## src/hdl/nrtp_pkg.sv

```systemverilog
// Shared types, codes and sizes of the nested region time profiler.
package nrtp_pkg;

   localparam int TS_W         = 63;
   localparam int REGION_W     = 5;
   localparam int COUNT_W      = 6;
   localparam int CMD_W        = 2;
   localparam int STATUS_W     = 2;
   localparam int MASK_W       = 32;
   localparam int MAX_REGIONS_DEF = 32;
   localparam int STACK_DEPTH_DEF = 16;
   localparam int QUEUE_DEPTH  = 2;

   // Command codes
   localparam logic [CMD_W-1:0] CMD_START = 2'd0;
   localparam logic [CMD_W-1:0] CMD_STOP  = 2'd1;
   localparam logic [CMD_W-1:0] CMD_READ  = 2'd2;

   // Status codes
   localparam logic [STATUS_W-1:0] STATUS_OK    = 2'd0;
   localparam logic [STATUS_W-1:0] STATUS_RANGE = 2'd1;
   localparam logic [STATUS_W-1:0] STATUS_FULL  = 2'd2;

   typedef struct packed {
      logic [CMD_W-1:0]    cmd;
      logic [REGION_W-1:0] region;
      logic [TS_W-1:0]     now_real_us;
      logic [TS_W-1:0]     now_user_us;
      logic [TS_W-1:0]     now_sys_us;
   } req_type;

   typedef struct packed {
      logic [STATUS_W-1:0] status;
      logic [TS_W-1:0]     event_time;
      logic [TS_W-1:0]     real_total;
      logic [TS_W-1:0]     user_total;
      logic [TS_W-1:0]     sys_total;
      logic [MASK_W-1:0]   child_mask;
   } rsp_type;

   // Classified transaction as it waits between front and back
   typedef struct packed {
      req_type req;
      logic    region_ok;
   } item_type;

   typedef struct packed {
      logic full;
      logic empty;
   } queue_status_type;

endpackage

```

## src/hdl/nrtp_queue.sv

```systemverilog
// Short queue of classified transactions between front and back end.
module nrtp_queue (
   input  logic                        clock,
   input  logic                        reset,
   input  logic                        push_valid,
   input  nrtp_pkg::item_type          push_item,
   input  logic                        pop,
   output nrtp_pkg::item_type          head_item,
   output nrtp_pkg::queue_status_type  queue_status
);
   import nrtp_pkg::*;

   localparam int IDX_W = (QUEUE_DEPTH > 1) ? $clog2(QUEUE_DEPTH) : 1;
   localparam int CNT_W = $clog2(QUEUE_DEPTH + 1);

   item_type           slot_ff [QUEUE_DEPTH];
   logic [IDX_W-1:0]   wr_ptr_ff;
   logic [IDX_W-1:0]   wr_ptr_in;
   logic [IDX_W-1:0]   rd_ptr_ff;
   logic [IDX_W-1:0]   rd_ptr_in;
   logic [CNT_W-1:0]   count_ff;
   logic [CNT_W-1:0]   count_in;
   logic               do_push;
   logic               do_pop;

   assign queue_status.full  = (count_ff == CNT_W'(QUEUE_DEPTH));
   assign queue_status.empty = (count_ff == '0);
   assign do_push = push_valid && !queue_status.full;
   assign do_pop  = pop && !queue_status.empty;
   assign head_item = slot_ff[rd_ptr_ff];

   // Advance pointers with wrap and track the fill
   always_comb begin
      wr_ptr_in = wr_ptr_ff;
      rd_ptr_in = rd_ptr_ff;
      count_in  = count_ff;
      if (do_push) begin
         wr_ptr_in = (wr_ptr_ff == IDX_W'(QUEUE_DEPTH - 1)) ? '0 : wr_ptr_ff + 1'b1;
      end
      if (do_pop) begin
         rd_ptr_in = (rd_ptr_ff == IDX_W'(QUEUE_DEPTH - 1)) ? '0 : rd_ptr_ff + 1'b1;
      end
      if (do_push && !do_pop) begin
         count_in = count_ff + 1'b1;
      end else if (do_pop && !do_push) begin
         count_in = count_ff - 1'b1;
      end
   end

   always_ff @(posedge clock) begin
      if (reset) begin
         wr_ptr_ff <= '0;
         rd_ptr_ff <= '0;
         count_ff  <= '0;
      end else begin
         wr_ptr_ff <= wr_ptr_in;
         rd_ptr_ff <= rd_ptr_in;
         count_ff  <= count_in;
      end
   end

   // Store the incoming transaction
   always_ff @(posedge clock) begin
      if (do_push) begin
         slot_ff[wr_ptr_ff] <= push_item;
      end
   end

endmodule

```

## config.mk

```make
export PLATFORM = sky130hd
export DESIGN_NAME = nrtp_queue
export DESIGN_NICKNAME = d
export VERILOG_FILES = /design/src/hdl/nrtp_pkg.sv /design/src/hdl/nrtp_queue.sv
export SDC_FILE = /design/constraint.sdc
export NUM_CORES = 1
export LEC_CHECK = 0
export BUFFER_PORTS_ARGS = -buffer_cell sky130_fd_sc_hd__buf_2
export CORE_AREA = 2 2 170 205
export DETAILED_ROUTE_END_ITERATION = 7
export DIE_AREA = 0 0 172 207
export PLACE_DENSITY = 0.82
export SKIP_CTS_REPAIR_TIMING = 1
export SLEW_MARGIN = 10
export SYNTH_ARGS = -nofsm -noshare
export SYNTH_HDL_FRONTEND = slang
export SYNTH_SLANG_ARGS = --single-unit
```

## constraint.sdc

```tcl
create_clock -name clock -period 5.97 [get_ports clock]
set_clock_uncertainty 0.1 [all_clocks]
set_input_delay 0 -clock clock [delete_from_list [all_inputs] [get_ports clock]]
set_output_delay 0 -clock clock [all_outputs]
set_load 0.02 [all_outputs]
```

==> reports/results.tsv <==
metric	value	unit
Setup-failing EPs final	0	
total gr overflow	0	
RSZ-0062 raised after global routing	false	
reg2reg path depth	4	
Critical Path RT	5.87	ns
IO Port Bufs	399	
Area Overhead vs Synth	38.80	%
initial antenna violation count	7	
final hold violations	0	
CTS Buf Count	39	
die area	35600	µm²
origin of the critical flop-to-flop path	count_ff[0]	
setup TNS	0	ns
core area	33700	µm²
Worst Hold Path Cells	2	
class of the most critical setup path	reg2out	
CTS tree	built	
r2r setup slk	3.27	ns
min-delay worst type	in2reg	
area of the multi-input gates	2816	µm²
die span in x	172	µm
Synth area leader	edfxtp_1	
clk buf depth	3	
layout cells sized above 1	51.12	%
Worst-path clk slew	0.06	ns
routed via count	8446	
io pins	400	
post-layout util	61.62	%
Synth Warn #	0	
Slew Limit Fails	0	
Initial Util	44.40	%
crit path time final	2.916	ns
DRT iter0 DRCs	486	
Inst Count DP	1476	
status	completed	
VDD IR max	0.3418	mV
synth top area cells	edfxtp_1 (79%), mux2_4 (13%), mux2_2 (5.0%), buf_6 (1.2%), dfxtp_1 (0.67%)	
htree depth	2	
RePlAce Congestion	0.7766	
FF-to-FF End	slot_ff[0][87]	
Hold Path End	slot_ff[0][30]	
Worst Path Max Fanout	56	
top cells by count, synth	edfxtp_1 (394), mux2_4 (130), mux2_2 (67)	
Startpoint Class	register	
mapped cell area	14960	µm²
Yosys cell types	15	
clock sinks	399	
Die H	207	µm
Mapped Cells	638	
post-synthesis sequential element count	399	
Slew headroom	30.21	%
top_reg_cell synth	edfxtp_1	
first-pass GRT wire length	42590	µm
Worst Tran Pin Value	1.047	ns
Seq. cell area	11940	µm²
fmax	342.9	MHz
leakage power	8.047	nW
max_cap viols	0	
Yosys top cell area share	79.07	%
synthesized net count	840	
# fillers	2298	
root buffer cell	clkbuf_16	
crit end category	primary output	
drt via density	4.829	
number of core rows	74	
final period utilization	48.85	%
pwr dens	421.4	nW/µm²
FFs w/ async S/R, synth	0	%
final WL	34830	µm
vias in the first global route	7770	
nets	1463	
GRT Util Overall	15.92	%
post-route insts no fill	1749	
worst hold start	push_item[30]	
DP HPWL	19650	µm
synthesized area per cell	23.45	µm²
drt pass-1 iters	4	
Routed WL per cell	19.92	µm
Data arrival, critical path	2.82	ns
clock network latency to the later pin of the worst-skew pair	0.53	ns
most frequent cell after synthesis	edfxtp_1	
antenna-violating nets left	0	
largest net degree at the start of global routing	101	
DRC viols	0	
register area share after synthesis	79.74	%
count of flip-flops with a built-in enable after synthesis	394	
==> final cells by class <==
cell class,count,share of cell area [%]
repair buffers,604,19.62
clock buffers,54,5.416
well taps,456,2.747
diodes,4,0.04820
clock inverters,15,1.072
multi-input cells,215,13.56
flip-flops and latches,399,57.47
inverters,2,0.07229
==> through the flow <==
step                total power, W  hold WS, ns  worst slack, ns  area (µm²)
floorplan                 0.005489     -0.03093          0.08547       14960
global placement          0.006052      0.08805            3.390       17410
detailed placement        0.006112      0.09110            3.368       17410
CTS                       0.008668      -0.4667            3.009       18760
global route              0.009069      0.07540            2.925       20770
finish                    0.008752      0.09499            3.054       20770
==> worst max-delay path, cell delays in order (launching register included) <==
cell     delay, ns
dfxtp_4       0.77
buf_4         0.89
mux2_4        0.36
buf_2         0.17
==> how the worst max path moves through the flow <==
| stage | start | end | slack, ns |
|---|---|---|---|
| 2_1_floorplan | count_ff[0] | slot_ff[1][0] | 0.09 |
| 3_3_place_gp | count_ff[0] | slot_ff[0][33] | 3.39 |
| 3_5_place_dp | count_ff[0] | slot_ff[0][33] | 3.37 |
| 4_1_cts | register | head_item[108] | 3.01 |
| 5_1_grt | register | head_item[102] | 2.92 |
| 6_report | register | head_item[102] | 3.05 |
==> per-layer routing <==
metal  wire [µm]  GRT usage, %
met3        2349         5.445
met5          37             0
met1       12220         16.22
met4        1129         7.766
met2       19100         28.65
==> report_power, final <==
| group | leakage [nW] | internal, W | switching [W] |
|---|---|---|---|
| Sequential | 3.72 | 0.00352 | 0.000147 |
| Combinational | 3.68 | 0.00110 | 0.00142 |
| Clock | 0.649 | 0.00157 | 0.000990 |
==> flip-flops by register name (all words and copies together) (netlist names), named ones only <==
signal and flops:
count_ff 2, slot_ff 394, wr_ptr_ff 1, rd_ptr_ff 1
==> kinds of logic (layout without fill, tap and decap cells) <==
group,count (synthesis),count (layout),share of synthesized area [%]
flops,399,399,79.74
fa+ha+maj,1,1,0.08361
compound gates,5,5,0.1672
simple gates,9,9,0.2927
mux,197,197,18.09
other cells,0,4,0
xor+xnor,3,3,0.1756
buf+inv,24,675,1.455
==> placed cells by master, fill, tap and decap left out <==
| cell type | n |
|---|---|
| clkbuf_16 | 41 |
| dlygate4sd3_1 | 200 |
| mux2_2 | 67 |
| buf_12 | 3 |
| o21ai_0 | 3 |
| clkbuf_1 | 8 |
| bufinv_16 | 6 |
| buf_2 | 399 |
| or3_1 | 2 |
| clkinv_1 | 6 |
| nor2_1 | 5 |
| ha_1 | 1 |
| mux2_4 | 130 |
| clkinvlp_4 | 2 |
| dfxtp_1 | 4 |
| diode_2 | 4 |
| and2_4 | 1 |
| nor2b_1 | 1 |
| clkbuf_8 | 5 |
| inv_8 | 1 |
| inv_1 | 1 |
| clkinv_2 | 1 |
| edfxtp_1 | 394 |
| dfxtp_4 | 1 |
| buf_4 | 2 |
| xor2_1 | 3 |
| a21oi_1 | 2 |
No activity file was read; power rests on OpenSTA's default activity.
