===== src/hdl/nrtp_pkg.sv =====
// Shared types, codes and sizes of the nested region time profiler.
package nrtp_pkg;

   localparam int TS_W         = 63;
   localparam int REGION_W     = 5;
   localparam int COUNT_W      = 6;
   localparam int CMD_W        = 2;
   localparam int STATUS_W     = 2;
   localparam int MASK_W       = 32;
   localparam int MAX_REGIONS_DEF = 32;
   localparam int STACK_DEPTH_DEF = 16;
   localparam int QUEUE_DEPTH  = 2;

   // Command codes
   localparam logic [CMD_W-1:0] CMD_START = 2'd0;
   localparam logic [CMD_W-1:0] CMD_STOP  = 2'd1;
   localparam logic [CMD_W-1:0] CMD_READ  = 2'd2;

   // Status codes
   localparam logic [STATUS_W-1:0] STATUS_OK    = 2'd0;
   localparam logic [STATUS_W-1:0] STATUS_RANGE = 2'd1;
   localparam logic [STATUS_W-1:0] STATUS_FULL  = 2'd2;

   typedef struct packed {
      logic [CMD_W-1:0]    cmd;
      logic [REGION_W-1:0] region;
      logic [TS_W-1:0]     now_real_us;
      logic [TS_W-1:0]     now_user_us;
      logic [TS_W-1:0]     now_sys_us;
   } req_type;

   typedef struct packed {
      logic [STATUS_W-1:0] status;
      logic [TS_W-1:0]     event_time;
      logic [TS_W-1:0]     real_total;
      logic [TS_W-1:0]     user_total;
      logic [TS_W-1:0]     sys_total;
      logic [MASK_W-1:0]   child_mask;
   } rsp_type;

   // Classified transaction as it waits between front and back
   typedef struct packed {
      req_type req;
      logic    region_ok;
   } item_type;

   typedef struct packed {
      logic full;
      logic empty;
   } queue_status_type;

endpackage


===== src/hdl/nrtp_front.sv =====
// Front end: region count register, transaction intake and region range check.
module nrtp_front #(
   parameter int MAX_REGIONS = nrtp_pkg::MAX_REGIONS_DEF
) (
   input  logic                             clock,
   input  logic                             reset,
   input  logic                             csr_write_enable,
   input  logic [nrtp_pkg::COUNT_W-1:0]     csr_write_data,
   input  logic                             req_valid,
   input  nrtp_pkg::req_type                req_data,
   output logic                             req_stall,
   input  nrtp_pkg::queue_status_type       queue_status,
   output logic                             push_valid,
   output nrtp_pkg::item_type               push_item
);
   import nrtp_pkg::*;

   localparam int CMP_W = COUNT_W + 2;

   logic [COUNT_W-1:0] region_count_ff;
   logic [COUNT_W-1:0] region_count_in;
   logic               region_ok;

   // Hold the region count until software rewrites it
   always_comb begin
      region_count_in = region_count_ff;
      if (csr_write_enable) begin
         region_count_in = csr_write_data;
      end
   end

   always_ff @(posedge clock) begin
      if (reset) begin
         region_count_ff <= '0;
      end else begin
         region_count_ff <= region_count_in;
      end
   end

   // Classify the region against the configured count and the table size
   assign region_ok = (CMP_W'(req_data.region) < CMP_W'(region_count_ff)) &&
                      (CMP_W'(req_data.region) < CMP_W'(MAX_REGIONS));

   // Pass the transaction on while the queue has room
   assign req_stall           = queue_status.full;
   assign push_valid          = req_valid && !queue_status.full;
   assign push_item.req       = req_data;
   assign push_item.region_ok = region_ok;

endmodule


===== config.mk =====
export PLATFORM = sky130hd
export DESIGN_NAME = nrtp_front
export DESIGN_NICKNAME = d
export VERILOG_FILES = /design/src/hdl/nrtp_pkg.sv /design/src/hdl/nrtp_front.sv
export SDC_FILE = /design/constraint.sdc
export NUM_CORES = 1
export LEC_CHECK = 0
export BUFFER_PORTS_ARGS = -buffer_cell sky130_fd_sc_hd__buf_2
export CORE_AREA = 2 2 158 160
export DETAILED_ROUTE_END_ITERATION = 8
export DIE_AREA = 0 0 160 162
export PLACE_DENSITY = 0.4
export SYNTH_ARGS = -nofsm -noshare
export SYNTH_HDL_FRONTEND = slang
export SYNTH_SLANG_ARGS = --single-unit

===== constraint.sdc =====
create_clock -name clock -period 3.82 [get_ports clock]
set_clock_uncertainty 0.2 [all_clocks]
set_input_delay 0.573 -clock clock [delete_from_list [all_inputs] [get_ports clock]]
set_output_delay 0.573 -clock clock [all_outputs]
set_load 0.05 [all_outputs]

==> run metrics, run 1 <==
CP dominant cell by count buf_2; Top Ports 407; Crit path required time 3050 ps; Final Max Slew Viols 0; Crit-path slowest cell or3b_1; Period minus WS final 2560 ps; outcome finished, final reports clean; Hold Crit Class reg -> reg; antenna viol nets, final 0; Reg2Reg Launch Point region_count_ff[3]; Post-CTS Setup Bufs 0; H-tree Lvls 1; max incr delay on CP 350 ps; sequential share of the synthesized area 0.0666; Vias 618; critical setup path kind in -> out; CTS Root Cell clkbuf_16; post-placement cell area 833 µm²; biggest regs region_count_ff: 6 flops; yosys warns 0; syn_area_per_cell 7.81 µm²; routed vias/inst 1.62; Peak supply drop 245 µV; RSZ-0062 raised after global routing false; Clock Tree Buf Depth 2; final instance area 908 µm²; # hold bufs at CTS 0; Post-synth EDFFs 0; Final Hold Fails 0; TritonRoute pass-1 iters 2; vias in the first global route 747; largest net degree at the start of global routing 7; Most flops, register region_count_ff; fmax 0.391 GHz; Util after Layout 0.0377; Yosys top cell by area buf_4; Main synth FF type dfxtp_1; dpl ws 1240 ps; diodes inserted 0; top layer in use met4; RD Place Congestion 0.626; Core Area 24100 µm²; max FFs per register 6; wire length on met2 2.14 mm; GRT Util Overall 0.0384; Clock Latency Late Sink 230 ps; worst slew pin tran 279 ps; die height 162 µm; Worst-path clk slew 30 ps; dpl cells 379; CP Buf/Inv Count 2; Synth top cells by count buf_4 (198), nor2_1 (7), dfxtp_1 (6), mux2i_1 (6); crit path DAT 1790 ps; max-cap viol count 0; row cnt 57; Initial Utilization 0.0748; Initial DRC Count 4; drc violations 0; initial antenna violation count 0; kind of cell adding the most delay to the critical path buffers and inverters; Async SR Flop Fraction 0; HP Start region_count_ff[0]; Critical Path Fanout Max 2; Port Buf Inserts 23; gr ovfl total 0; Setup-failing EPs final 0; TritonCTS clock tree done; Area contributors post-synth buf_4 (82%), dfxtp_1 (6.7%), mux2i_1 (3.3%); Slew HR 0.815; Layout area overhead -49.7%; PostCTS Resize Cnt 0; Synth cell types 12; die area 25900 µm²; count leader, synth buf_4; first-pass GRT wire length 6.53 mm; Synth Net Count 443; nets 272; startpoint types input port; period utilization 0.670; met3 wire len 1.70 mm; clk sinks 6; total power density per cell area 322 nW/µm²; CTS buffer count 3; die width 160 µm; fin worst setup slack 1260 ps; fin cells 382; metal1 wirelength 928 µm; post-DP HPWL 4.79 mm; final WL 5.47 mm; share of post-route cells with drive strength above 1 0.466; synthesized cell area 1800 µm²; Critical Path Sink Type output port; WL/cell 14.3 µm; Mapped Cells 231; share of the synthesized area in the top cell type 0.824; crit-path cells buf_2, ha_1, or3b_1, o2111ai_1, a211o_2, buf_2; setup_tns 0 ps; flops & latches, synth 6; Setup crit start req_data[190]; leakage 0.000273 µW
worst min-delay path, stage by stage (launching register included):
cell     delay, ps
dfxtp_1        310
mux2i_1         60
nor2_1          70
power breakdown:
group	switching, µW	internal [µW]	leakage (µW)
registers	2.04	66.9	0.0000496
clock network	34.5	134	0.0000370
logic	36.6	18.4	0.000186
cells in the final DEF, fill, tap and decap left out, drive strengths merged:
master	n
a211o	1
a211oi	1
buf	23
clkbuf	3
dfxtp	6
ha	4
inv	4
mux2i	6
nor2	7
nor2b	1
o2111ai	1
or3b	1
worst paths after layout:
path,to,cells past startpoint,slack (ps)
max,push_item[0],6,1260
min,region_count_ff[0],2,280
max reg2reg,region_count_ff[3],2,3030
min reg2reg,region_count_ff[0],2,280
per-stage QoR:
| stage | power [µW] | hold slack, ps |
|---|---|---|
| 6_report | 293 | 284 |
| 5_1_grt | 305 | 321 |
| 2_1_floorplan | 651 | 251 |
| 3_3_place_gp | 127 | 282 |
| 3_5_place_dp | 127 | 289 |
| 4_1_cts | 299 | 299 |
cells by family (layout without fill, tap and decap cells):
family,Yosys count,in the layout,share of synthesized area
AO/OA/AOI/OAI,3,3,0.0146
multiplexers,6,6,0.0333
buffers and inverters,203,30,0.835
adder cells (fa/ha/maj),4,4,0.0277
flip-flops,6,6,0.0666
AND/OR/NAND/NOR,9,9,0.0229
final cells by class:
class,count,area [µm²]
clock buffer,3,75.1
fill,2943,23200
inverter,4,15.0
multi-input combinational,22,178
sequential,6,120
tap,324,405
timing repair buffer,23,115
metal layers:
metal  global-route usage  up-vias
met5                    0        -
met4               0.0549        0
met1               0.0171      181
li1                     -      163
met2               0.0498      182
met3               0.0536       92
Power figures use the tool's default switching activity.
==> inputs of run 2 (changes only) <==
Settings changed: CORE_AREA 2 2 158 160 to 2 2 160 162, DIE_AREA 0 0 160 162 to 0 0 162 164, PLACE_DENSITY 0.4 to 0.39.
Clock period 3.82 ns to 2.5 ns, I/O delays scaled along.
==> run 2 against run 1 <==
Net effect:
- first-iteration DRC count grew to 2.5 times the previous value
- sequential power up 52%
- power is 52% higher
- cell count up 1.6%
- critical path type is now reg -> out
- combinational power grew 51%
- non-clock buffer count did not move
==> run metrics, run 2 (same netlist as run 1, synthesis figures left out) <==
outcome finished, final reports clean; row cnt 58 (+1.8%); RSZ-0062 raised after global routing false; Critical Path Fanout Max 2 (unchanged); met2 GRT Util 0.0503 (+0.000507); crit-path cells inv_1, ha_1, or3b_1, o2111ai_1, a211o_2, buf_2; max-cap viol count 0 (unchanged); Reg2Reg Capture Point region_count_ff[5]; vias in the first global route 698 (-6.6%); H-tree Lvls 1 (unchanged); max FFs per register 6 (unchanged); critical setup path kind reg -> out; Worst R2R Path Depth 2 (unchanged); commonest cells after routing, fill and taps aside buf_2 (23), nor2_1 (7), mux2i_1 (6), dfxtp_1 (6); HP Start csr_write_data[4]; share of post-route cells with drive strength above 1 0.466 (unchanged); busiest layer in global routing met4; routing usage on met3 0.0422 (-0.0115); Top Ports 407 (unchanged); Worst-path clk slew 30 ps (about the same); Peak supply drop 375 µV (+53%); worst slew pin tran 304 ps (+24.0 ps); Initial Utilization 0.0727 (-0.00215); PostCTS Resize Cnt 0 (unchanged); Util after Layout 0.0369 (-0.000780); die height 164 µm (+1.2%); Crit-path slowest cell or3b_1; initial antenna violation count 0 (unchanged); Final Max Slew Viols 0 (unchanged); Critical Path Sink Type output port; final WL 5.45 mm (-0.38%); fillcell total 2990 (+1.6%); # hold bufs at CTS 0 (unchanged); CTS buffer count 3 (unchanged); commonest non-fill, non-tap cell in the layout buf_2; die width 162 µm (+1.3%); diodes inserted 0 (unchanged); Core Area 24800 µm² (+3.0%); Most flops, register region_count_ff; setup_tns 0 ps (unchanged); Period minus WS final 2190 ps; clk sinks 6 (unchanged); Hold Path End region_count_ff[4]; post-DP HPWL 4.78 mm (-0.13%); RD Place Congestion 0.554 (-12%); first-pass GRT wire length 6.38 mm (-2.2%); hold path depth 3 (+1); nets 272 (unchanged); Port Buf Inserts 23 (unchanged); Hold Crit Class in -> reg; period utilization 0.878; Initial DRC Count 10 (+6); TritonRoute pass-1 iters 2 (unchanged); fin worst setup slack 306 ps (-955 ps); crit path DAT 1620 ps (-170 ps); met1 global-route usage 0.0135 (-0.00357); largest net degree at the start of global routing 7 (unchanged); FF-to-FF setup slack 1700 ps (-1330 ps); Post-CTS Setup Bufs 0 (unchanged); Setup-failing EPs final 0 (unchanged); die area 26600 µm² (+2.5%); startpoint types flop; Reg2Reg Launch Point region_count_ff[5]; Slew HR 0.799 (-0.0159); CTS Root Cell clkbuf_16; dpl ws 374 ps (-866 ps); drc violations 0 (unchanged); GRT Util Overall 0.0373 (-0.00102); Final Hold Fails 0 (unchanged); max incr delay on CP 350 ps (about the same); routed vias/inst 1.60 (-1.2%); antenna viol nets, final 0 (unchanged); Clock Tree Buf Depth 2 (unchanged); WL/cell 14.1 µm (-1.9%); fmax 0.456 GHz; biggest regs region_count_ff: 6 flops; Vias 620 (+0.32%); Layout area overhead -49.2%; Clock Latency Late Sink 220 ps (about the same); gr ovfl total 0 (unchanged); leakage 0.000273 µW (unchanged); Crit path required time 1920 ps (-1130 ps); total power density per cell area 485 nW/µm² (+50%); TritonCTS clock tree done
run 2: cell counts in the layout (fill, tap and decap cells not counted):
No cell type changed its count.
run 2: report_power, final:
group	switching (µW)	leakage, µW	internal (µW)	total [µW]
logic	55.0	0.000186	28.2	83.1
clock network	50.7	0.0000370	205	256
registers	3.08	0.0000496	102	105
total	109	0.000273	335	444
run 2: how the worst max path moves through the flow:
stage | startpoint | endpoint | slack, ps
floorplan | req_data[190] | push_item[0] | 610
global placement | req_data[190] | push_item[0] | 370
detailed placement | req_data[190] | push_item[0] | 370
CTS | region_count_ff[1] | push_item[0] | 290
global route | region_count_ff[1] | push_item[0] | 210
finish | region_count_ff[1] | push_item[0] | 310
run 2: metrics by stage:
stage          hold WS, ps  power, µW  instance area [µm²]  instances
4_1_cts                186        455                  916        388
2_1_floorplan          247        995                 1800        231
3_3_place_gp           280        193                  841        385
6_report               185        444                  916        388
3_5_place_dp           282        193                  841        385
5_1_grt                210        469                  916        388
run 2: area by class of cell:
class / instances / area (µm²) / share of cell area
well taps: 330 / 413 / 0.451
multi-input cells: 22 / 178 / 0.194
flip-flops and latches: 6 / 120 / 0.131
repair buffers: 23 / 115 / 0.126
clock buffers: 3 / 75.1 / 0.0820
inverters: 4 / 15.0 / 0.0164
run 2: critical path, delay by kind of cell, from the launching register on:
| kind | cells | cell delay [ps] |
|---|---|---|
| compound gates | 2 | 260 |
| buf+inv | 2 | 290 |
| flops | 1 | 320 |
| simple gates | 1 | 350 |
| fa+ha+maj | 1 | 180 |
run 2: layer usage:
layer  routed length (µm)  vias to the layer above
met5                    0                        -
met4                 1010                        0
met3                 1580                      108
met2                 2170                      159
met1                  692                      191
li1                     -                      162
